==> src/rtl/dtnf_pkg.sv <==
package dtnf_pkg;

  localparam int unsigned FRACTION_DIGITS_DEF = 9;
  localparam int unsigned QUEUE_DEPTH_DEF = 2;

  localparam logic OP_CHAR = 1'b0;
  localparam logic OP_END  = 1'b1;

  localparam logic [7:0] CH_ZERO  = 8'h30;
  localparam logic [7:0] CH_NINE  = 8'h39;
  localparam logic [7:0] CH_PLUS  = 8'h2B;
  localparam logic [7:0] CH_MINUS = 8'h2D;
  localparam logic [7:0] CH_DOT   = 8'h2E;

  localparam logic [63:0] POS_LIMIT = 64'h7FFF_FFFF_FFFF_FFFF;
  localparam logic [63:0] NEG_LIMIT = 64'h8000_0000_0000_0000;

  typedef enum logic [1:0] {
    ST_OK    = 2'd0,
    ST_PARSE = 2'd1,
    ST_RANGE = 2'd2
  } status_t;

  typedef enum logic [1:0] {
    PH_START = 2'd0,
    PH_INT   = 2'd1,
    PH_FRAC  = 2'd2
  } phase_t;

  function automatic logic [63:0] pow10(input int n);
    logic [63:0] r;
    case (n)
      0: r = 64'd1;
      1: r = 64'd10;
      2: r = 64'd100;
      3: r = 64'd1000;
      4: r = 64'd10000;
      5: r = 64'd100000;
      6: r = 64'd1000000;
      7: r = 64'd10000000;
      8: r = 64'd100000000;
      9: r = 64'd1000000000;
      default: r = 64'd1;
    endcase
    return r;
  endfunction

endpackage

==> src/rtl/decimal_text_to_nano_fixed.sv <==
// Characters are taken at one transaction per cycle while item_stall is low and produce no result.
// An end marker's result passes, once it is taken, through a two-entry queue
// and a three-stage scale, add and range pipeline.
// Sustained throughput is one transaction per cycle while the output is not stalled.
// Reset (rst, synchronous, active high) empties the queue and pipeline and
// returns the parser to the start of a new text.
module decimal_text_to_nano_fixed import dtnf_pkg::*; #(
  parameter int unsigned FRACTION_DIGITS = FRACTION_DIGITS_DEF,
  parameter int unsigned QUEUE_DEPTH = QUEUE_DEPTH_DEF
) (
  input  logic               clk,
  input  logic               rst,
  input  logic               item_valid,
  output logic               item_stall,
  input  logic               opcode,
  input  logic [7:0]         ch,
  output logic               result_valid,
  input  logic               result_stall,
  output logic signed [63:0] mantissa,
  output logic [1:0]         status
);

  localparam logic [63:0] SCALE = pow10(int'(FRACTION_DIGITS));
  localparam logic [63:0] MAX_WHOLE = POS_LIMIT / SCALE;
  localparam int unsigned WHOLE_W = $clog2(MAX_WHOLE + 64'd1);
  localparam int unsigned FRAC_W = $clog2(SCALE);
  localparam int unsigned JOB_W = WHOLE_W + FRAC_W + 3;

  logic             accept;
  logic             push;
  logic [JOB_W-1:0] job_in, job_out;
  logic             q_full, q_nonempty, q_pop;

  assign item_stall = q_full;
  assign accept = item_valid && !item_stall;

  dtnf_front #(
    .FRACTION_DIGITS(FRACTION_DIGITS),
    .WHOLE_W(WHOLE_W),
    .FRAC_W(FRAC_W),
    .MAX_WHOLE(MAX_WHOLE)
  ) u_front (
    .clk(clk),
    .rst(rst),
    .accept(accept),
    .opcode(opcode),
    .ch(ch),
    .push(push),
    .job(job_in)
  );

  dtnf_queue #(
    .WIDTH(JOB_W),
    .DEPTH(QUEUE_DEPTH)
  ) u_queue (
    .clk(clk),
    .rst(rst),
    .push(push),
    .wdata(job_in),
    .pop(q_pop),
    .full(q_full),
    .nonempty(q_nonempty),
    .rdata(job_out)
  );

  dtnf_back #(
    .WHOLE_W(WHOLE_W),
    .FRAC_W(FRAC_W),
    .SCALE(SCALE)
  ) u_back (
    .clk(clk),
    .rst(rst),
    .job_valid(q_nonempty),
    .job(job_out),
    .job_pop(q_pop),
    .result_valid(result_valid),
    .result_stall(result_stall),
    .mantissa(mantissa),
    .status(status)
  );

endmodule

==> src/rtl/dtnf_front.sv <==
module dtnf_front import dtnf_pkg::*; #(
  parameter int unsigned FRACTION_DIGITS = FRACTION_DIGITS_DEF,
  parameter int unsigned WHOLE_W = 34,
  parameter int unsigned FRAC_W = 30,
  parameter logic [63:0] MAX_WHOLE = 64'd9223372036
) (
  input  logic                           clk,
  input  logic                           rst,
  input  logic                           accept,
  input  logic                           opcode,
  input  logic [7:0]                     ch,
  output logic                           push,
  output logic [WHOLE_W+FRAC_W+2:0]      job
);

  localparam int unsigned CNT_W = $clog2(FRACTION_DIGITS + 1);

  phase_t               phase, phase_next;
  logic                 is_negative, is_negative_next;
  logic                 int_digit_seen, int_digit_seen_next;
  logic [WHOLE_W-1:0]   whole_part, whole_part_next;
  logic [FRAC_W-1:0]    frac_nanos, frac_nanos_next;
  logic [CNT_W-1:0]     frac_count, frac_count_next;
  status_t              latched_error, latched_error_next;

  logic [3:0]           digit;
  logic                 num_char;
  logic [WHOLE_W+3:0]   whole_x10;
  logic [63:0]          weight;
  status_t              end_status;

  assign digit = ch[3:0];
  assign num_char = (ch >= CH_ZERO) && (ch <= CH_NINE);
  assign whole_x10 = ({4'b0, whole_part} << 3) + ({4'b0, whole_part} << 1)
                   + (WHOLE_W+4)'(digit);
  assign weight = pow10(int'(FRACTION_DIGITS) - 1 - int'(frac_count));

  always_comb begin
    if (latched_error != ST_OK) begin
      end_status = latched_error;
    end else if (!int_digit_seen) begin
      end_status = ST_PARSE;
    end else begin
      end_status = ST_OK;
    end
  end

  assign push = accept && (opcode == OP_END);
  assign job = {is_negative, end_status, whole_part, frac_nanos};

  always_comb begin
    phase_next          = phase;
    is_negative_next    = is_negative;
    int_digit_seen_next = int_digit_seen;
    whole_part_next     = whole_part;
    frac_nanos_next     = frac_nanos;
    frac_count_next     = frac_count;
    latched_error_next  = latched_error;
    if (accept && (opcode == OP_END)) begin
      phase_next          = PH_START;
      is_negative_next    = 1'b0;
      int_digit_seen_next = 1'b0;
      whole_part_next     = '0;
      frac_nanos_next     = '0;
      frac_count_next     = '0;
      latched_error_next  = ST_OK;
    end else if (accept && (latched_error == ST_OK)) begin
      if ((phase == PH_START) && ((ch == CH_PLUS) || (ch == CH_MINUS))) begin
        is_negative_next = (ch == CH_MINUS);
        phase_next = PH_INT;
      end else if ((phase == PH_START) || (phase == PH_INT)) begin
        if (num_char) begin
          if (whole_x10 > (WHOLE_W+4)'(MAX_WHOLE)) begin
            latched_error_next = ST_RANGE;
          end else begin
            whole_part_next = whole_x10[WHOLE_W-1:0];
            int_digit_seen_next = 1'b1;
            phase_next = PH_INT;
          end
        end else if ((ch == CH_DOT) && int_digit_seen) begin
          phase_next = PH_FRAC;
        end else begin
          latched_error_next = ST_PARSE;
        end
      end else if (num_char) begin
        if (frac_count >= CNT_W'(FRACTION_DIGITS)) begin
          latched_error_next = ST_PARSE;
        end else begin
          frac_nanos_next = frac_nanos + FRAC_W'(64'(digit) * weight);
          frac_count_next = frac_count + CNT_W'(1);
        end
      end else begin
        latched_error_next = ST_PARSE;
      end
    end
  end

  always_ff @(posedge clk) begin
    if (rst) begin
      phase          <= PH_START;
      is_negative    <= 1'b0;
      int_digit_seen <= 1'b0;
      whole_part     <= '0;
      frac_nanos     <= '0;
      frac_count     <= '0;
      latched_error  <= ST_OK;
    end else begin
      phase          <= phase_next;
      is_negative    <= is_negative_next;
      int_digit_seen <= int_digit_seen_next;
      whole_part     <= whole_part_next;
      frac_nanos     <= frac_nanos_next;
      frac_count     <= frac_count_next;
      latched_error  <= latched_error_next;
    end
  end

`ifndef SYNTHESIS
  a_frac_count_bound: assert property (@(posedge clk) disable iff (rst)
    frac_count <= CNT_W'(FRACTION_DIGITS))
    else $error("Fraction digit count passed its limit.");

  a_whole_bound: assert property (@(posedge clk) disable iff (rst)
    64'(whole_part) <= MAX_WHOLE)
    else $error("Whole part passed its limit.");
`endif

endmodule

==> src/rtl/dtnf_queue.sv <==
module dtnf_queue import dtnf_pkg::*; #(
  parameter int unsigned WIDTH = 67,
  parameter int unsigned DEPTH = QUEUE_DEPTH_DEF
) (
  input  logic             clk,
  input  logic             rst,
  input  logic             push,
  input  logic [WIDTH-1:0] wdata,
  input  logic             pop,
  output logic             full,
  output logic             nonempty,
  output logic [WIDTH-1:0] rdata
);

  localparam int unsigned PTR_W = $clog2(DEPTH);
  localparam int unsigned CNT_W = $clog2(DEPTH + 1);

  logic [WIDTH-1:0] entries [DEPTH];
  logic [PTR_W-1:0] wr_ptr, rd_ptr;
  logic [CNT_W-1:0] count;
  logic             do_push, do_pop;

  assign full = (count == CNT_W'(DEPTH));
  assign nonempty = (count != '0);
  assign do_push = push && !full;
  assign do_pop = pop && nonempty;
  assign rdata = entries[rd_ptr];

  always_ff @(posedge clk) begin
    if (do_push) begin
      entries[wr_ptr] <= wdata;
    end
  end

  always_ff @(posedge clk) begin
    if (rst) begin
      wr_ptr <= '0;
      rd_ptr <= '0;
      count  <= '0;
    end else begin
      if (do_push) begin
        wr_ptr <= (wr_ptr == PTR_W'(DEPTH - 1)) ? '0 : wr_ptr + PTR_W'(1);
      end
      if (do_pop) begin
        rd_ptr <= (rd_ptr == PTR_W'(DEPTH - 1)) ? '0 : rd_ptr + PTR_W'(1);
      end
      case ({do_push, do_pop})
        2'b10: count <= count + CNT_W'(1);
        2'b01: count <= count - CNT_W'(1);
        default: count <= count;
      endcase
    end
  end

`ifndef SYNTHESIS
  a_count_bound: assert property (@(posedge clk) disable iff (rst)
    count <= CNT_W'(DEPTH))
    else $error("Queue count passed its depth.");
`endif

endmodule

==> src/rtl/dtnf_back.sv <==
module dtnf_back import dtnf_pkg::*; #(
  parameter int unsigned WHOLE_W = 34,
  parameter int unsigned FRAC_W = 30,
  parameter logic [63:0] SCALE = 64'd1000000000
) (
  input  logic                      clk,
  input  logic                      rst,
  input  logic                      job_valid,
  input  logic [WHOLE_W+FRAC_W+2:0] job,
  output logic                      job_pop,
  output logic                      result_valid,
  input  logic                      result_stall,
  output logic signed [63:0]        mantissa,
  output logic [1:0]                status
);

  logic                en;
  logic                v1, v2;
  logic                neg1, neg2;
  status_t             st1, st2;
  logic [63:0]         prod1, mag2;
  logic [FRAC_W-1:0]   frac1;
  logic                over;

  assign en = !result_valid || !result_stall;
  assign job_pop = job_valid && en;
  assign over = neg2 ? (mag2 > NEG_LIMIT) : (mag2 > POS_LIMIT);

  always_ff @(posedge clk) begin
    if (rst) begin
      v1 <= 1'b0;
      v2 <= 1'b0;
      result_valid <= 1'b0;
    end else if (en) begin
      v1 <= job_valid;
      v2 <= v1;
      result_valid <= v2;
    end
  end

  always_ff @(posedge clk) begin
    if (en) begin
      neg1  <= job[WHOLE_W+FRAC_W+2];
      st1   <= status_t'(job[WHOLE_W+FRAC_W+1:WHOLE_W+FRAC_W]);
      prod1 <= 64'(job[WHOLE_W+FRAC_W-1:FRAC_W]) * SCALE;
      frac1 <= job[FRAC_W-1:0];
      neg2  <= neg1;
      st2   <= st1;
      mag2  <= prod1 + 64'(frac1);
      if (st2 != ST_OK) begin
        mantissa <= '0;
        status   <= st2;
      end else if (over) begin
        mantissa <= '0;
        status   <= ST_RANGE;
      end else begin
        mantissa <= neg2 ? (~mag2 + 64'd1) : mag2;
        status   <= ST_OK;
      end
    end
  end

`ifndef SYNTHESIS
  a_error_zero: assert property (@(posedge clk) disable iff (rst)
    result_valid && (status != ST_OK) |-> mantissa == 64'sd0)
    else $error("A failed result carries a nonzero mantissa.");

  a_stage_hold: assert property (@(posedge clk) disable iff (rst)
    v2 && !en |=> v2 && $stable(mag2) && $stable(st2))
    else $error("The middle stage changed while the output was stalled.");

  a_status_code: assert property (@(posedge clk) disable iff (rst)
    result_valid |-> (status == ST_OK) || (status == ST_PARSE) || (status == ST_RANGE))
    else $error("Result status holds an unused code.");
`endif

endmodule

==> config.mk <==
export PLATFORM = sky130hd
export DESIGN_NAME = decimal_text_to_nano_fixed
export DESIGN_NICKNAME = d
export VERILOG_FILES = /design/src/rtl/dtnf_pkg.sv /design/src/rtl/decimal_text_to_nano_fixed.sv /design/src/rtl/dtnf_front.sv /design/src/rtl/dtnf_queue.sv /design/src/rtl/dtnf_back.sv
export SDC_FILE = /design/constraint.sdc
export NUM_CORES = 2
export LEC_CHECK = 0
export BUFFER_PORTS_ARGS = -buffer_cell sky130_fd_sc_hd__buf_2
export CORE_MARGIN = 3
export CORE_UTILIZATION = 60
export DETAILED_ROUTE_END_ITERATION = 8
export PLACE_DENSITY = 0.77
export SLEW_MARGIN = 10
export SYNTH_ARGS = -nofsm -noshare
export SYNTH_HDL_FRONTEND = slang
export SYNTH_HIERARCHICAL = 1
export SYNTH_SLANG_ARGS = --single-unit
==> constraint.sdc <==
create_clock -name clk -period 17 [get_ports clk]
set_input_delay 1.7 -clock clk [delete_from_list [all_inputs] [get_ports clk]]
set_output_delay 1.7 -clock clk [all_outputs]
set_load 0.02 [all_outputs]
==> results.txt <==
- The hold violation total from the final report was 0.
- Dividing the final minimum period by the clock period gives 48.1%.
* Biggest fanout along the worst timing path: 67
* Synthesis-to-layout area growth: 6.85%
* Data arrival time of the critical path: between 8000 and 9000 ps
- Critical Path End Type: flip-flop
* Number of gates resized after CTS: 0
- For this block, the initial DRC count from the detailed router was 2043.
- Ratio of cells with drive above 1 in the final layout: 7.99%
- Largest net degree at the start of global routing: between 200 and 250
- Top_reg_cell synth: sky130_fd_sc_hd__edfxtp_1
- In this run the tool buffered the top-level ports with 80 buffer cells.
- For this run, the post-layout net count is around 4600.
- Once detailed placement completed, the half-perimeter wirelength came to 67600 µm.
- During synthesis, Yosys emitted a total of 6 warnings.
- Of the total synthesized cell area, the portion taken by AND, OR, NAND and NOR gates is about a tenth.
- Setup repair after global routing left no endpoint under its margin.
- Post-CTS Repair Setup Buffers: 0
- Measured along the y axis, the die boundary spans about 260 µm.
- Remaining global-route overflow: 0
- The clock drives 437 sinks.
* Worst Clk Skew: 50.8 ps
* Post-synthesis sequential area ratio: 31.1%
- Number of global-route vias before repair: 26593
- Yosys top cell area share: a little over a quarter
- For this run, asynchronously set or reset flops after synthesis account for 0%.
* Total negative slack for setup checks: 0 ps
- Timing would allow up to about 120 MHz.
* Xor/xnor cell area share of the yosys netlist: around 4.8%
- Overall via count from detail_route: between 20000 and 30000
- After synthesis, the netlist uses 97 different library cells.
- The synthesized design spends more area on one cell type than any other, namely sky130_fd_sc_hd__edfxtp_1.
* Synthesized area per cell: 10.6 µm²
- The critical path is of the reg -> reg type.
* Top post-synthesis cells by area: sky130_fd_sc_hd__edfxtp_1, sky130_fd_sc_hd__fa_1, sky130_fd_sc_hd__ha_1, sky130_fd_sc_hd__inv_1, sky130_fd_sc_hd__dfxtp_1
- Dominant cell by count in the synthesized netlist: sky130_fd_sc_hd__inv_1
- Core Box Area: 64800 µm²
- The run finished with clean final reports.
* Via density per instance: ~5.7
* Headroom to the max-slew limit: 21.8%
- Counting flops and latches in the post-synthesis netlist gives 437.
- For the pin with the worst max-slew slack, the measured transition is 1170 ps.
- Adder-cell area share of the yosys netlist: between 30% and 40%
- Number of nets produced by synthesis: 4560
- CTS tree: done
* Clock slew at reported path FFs: 60 ps
- Measured along the x axis, the die boundary spans ~260 µm.
* Boundary Pins: 81
- Worst Hold Class: reg -> reg
- CTS buffer count: 47
- The number of antenna diodes in the final layout is 0.
- The final-report max-slew violation count came to 0.
- Initial antenna violation count: 2
- STA classifies the critical path startpoint as a flip-flop.
- Global-route wire length before repair: 139000 µm
- After floorplanning, the core was divided into 93 placement rows.
- Synth top cells by count: sky130_fd_sc_hd__inv_1, sky130_fd_sc_hd__fa_1, sky130_fd_sc_hd__ha_1, sky130_fd_sc_hd__edfxtp_1, sky130_fd_sc_hd__nand2_1
- After detailed routing, the average wire length per cell comes to 17.9 µm.
- Pre-antenna DRT Iters: 6
- Data required, critical path: 17400 ps
- Period minus WS final: 8180 ps
* Number of remaining DRC errors: 0
- The longest clock path from root to sink contains 3 buffers.
- Clock latency on the worst-skew pair, taken at its later pin, is 600 ps.
- Number of synthesized flops with an enable pin: 355
- In this run the remaining antenna-violating nets after routing total 0.
* Final setup fails: 0
- At the end of routability-driven placement, the weighted congestion stood at 0.934.
* CTS root buffer: sky130_fd_sc_hd__clkbuf_16
- Fraction of synthesized area in multiplexers: 2.40%
* Area fraction in compound gates after synthesis: 10.7%
- The number of hold buffers added after CTS was 0.
- Max-cap violations in this run came to 0.
* Gate Count Post-Synth: 3724
* Total routing usage reported by global routing: 24.6%
- Final WL: about 84000 µm
* Post-synth design cell area: 39500 µm²
- The die covers between 60000 and 70000 µm².
- CTS built an H-tree with a depth of 2.
- The initial utilization of the core area, before any placement, comes to 61.0%.
* Combinational family with the most area after synthesis: adder cells
==> cell type report <==
cell class	count	area (µm²)
Fill cell	5002	22600
Timing Repair Buffer	91	495
Sequential cell	437	12300
Clock buffer	61	1240
Tap cell	855	1070
Inverter	660	2480
Clock inverter	25	303
Multi-Input combinational cell	2531	24300
==> worst max-delay path, stage by stage, from the launching register on <==
cell and delay (ps):
sky130_fd_sc_hd__dfxtp_2 310, sky130_fd_sc_hd__buf_4 660, sky130_fd_sc_hd__mux2_2 520, sky130_fd_sc_hd__inv_1 200, sky130_fd_sc_hd__fa_1 470, sky130_fd_sc_hd__fa_1 500, sky130_fd_sc_hd__fa_1 530, sky130_fd_sc_hd__fa_1 520
sky130_fd_sc_hd__fa_1 540, sky130_fd_sc_hd__inv_1 50, sky130_fd_sc_hd__fa_1 530, sky130_fd_sc_hd__inv_1 50, sky130_fd_sc_hd__fa_1 500, sky130_fd_sc_hd__inv_1 40, sky130_fd_sc_hd__ha_1 400, sky130_fd_sc_hd__a21o_1 170
sky130_fd_sc_hd__a31oi_1 100, sky130_fd_sc_hd__o21ai_0 180, sky130_fd_sc_hd__a31oi_1 150, sky130_fd_sc_hd__and2_1 220, sky130_fd_sc_hd__a2111oi_1 830, sky130_fd_sc_hd__nor2_1 140, sky130_fd_sc_hd__o311ai_1 310
==> cells by family (layout without fill, tap and decap cells) <==
group,count (synthesis),after routing
adder cells (fa/ha/maj),823,823
multiplexers,86,86
buffers and inverters,756,837
XOR/XNOR,218,218
AND/OR/NAND/NOR,784,784
flip-flops,437,437
AO/OA/AOI/OAI,620,620
==> path summary, 6_finish.rpt <==
kind / slack [ps] / end / from / cells past startpoint
worst max-delay path: 8820 / u_back/prod1[63] / flip-flop / 22
worst min-delay path: 390 / u_back/st2[1] / u_back/st1[1] / 0
worst max register to register: 8820 / u_back/prod1[63] / flip-flop / 22
worst min register to register: 390 / u_back/st2[1] / u_back/st1[1] / 0
==> cell usage in the layout (no fill, tap or decap), types with 36 or more instances in the layout <==
cell type	synthesis	layout
sky130_fd_sc_hd__dfxtp_1	82	81
sky130_fd_sc_hd__a21o_1	64	64
sky130_fd_sc_hd__ha_1	406	406
sky130_fd_sc_hd__inv_1	658	657
sky130_fd_sc_hd__nand2_1	235	233
sky130_fd_sc_hd__xor2_1	123	123
sky130_fd_sc_hd__o211ai_1	36	36
sky130_fd_sc_hd__mux2_2	69	69
sky130_fd_sc_hd__fa_1	417	417
sky130_fd_sc_hd__nor2_1	215	213
sky130_fd_sc_hd__buf_2	15	80
sky130_fd_sc_hd__o21ai_0	102	102
sky130_fd_sc_hd__clkbuf_16	0	47
sky130_fd_sc_hd__nand3_1	51	51
sky130_fd_sc_hd__edfxtp_1	355	355
sky130_fd_sc_hd__a21oi_1	179	179
sky130_fd_sc_hd__and2_1	37	37
sky130_fd_sc_hd__nor3_1	47	47
sky130_fd_sc_hd__xnor2_1	95	95
==> routing by layer <==
| layer | GRT usage (%) | part of all wire, % | vias up |
|---|---|---|---|
| li1 | - | - | 12696 |
| met1 | 35.8 | 46 | 12833 |
| met4 | 4.32 | 1.5 | 0 |
| met3 | 5.01 | 6.8 | 87 |
| met2 | 39.0 | 45 | 721 |
| met5 | 0 | 0 | - |
==> state kept, by name, summed over array words and instances (netlist names), 2 cells and up, named ones only <==
signal / count
u_back/frac1: 30
u_front/frac_nanos: 30
u_front/whole_part: 34
u_back/mag2: 64
u_front/latched_error: 2
u_queue/count: 2
u_back/st1: 2
u_queue/entries: 134
u_back/st2: 2
u_front/phase: 2
u_back/status: 2
u_back/prod1: 55
u_front/frac_count: 4
u_back/mantissa: 64
==> metrics by stage <==
step | instance area, µm² | worst slack (ps) | utilization [%] | std cells | hold WS, ps
after global routing | 42200 | 8310 | 65.1 | 4660 | 402
final | 42200 | 8820 | 65.1 | 4660 | 392
after CTS | 42200 | 8790 | 65.1 | 4660 | 390
after floorplan | 39500 | 9200 | - | 3724 | 400
after detailed placement | 40700 | 8820 | 62.8 | 4574 | 405
after global placement | 40700 | 8990 | 62.8 | 4574 | 402
Power is not shown: default switching activity piles up to over one toggle a cycle in this logic, so the estimate is an artifact.
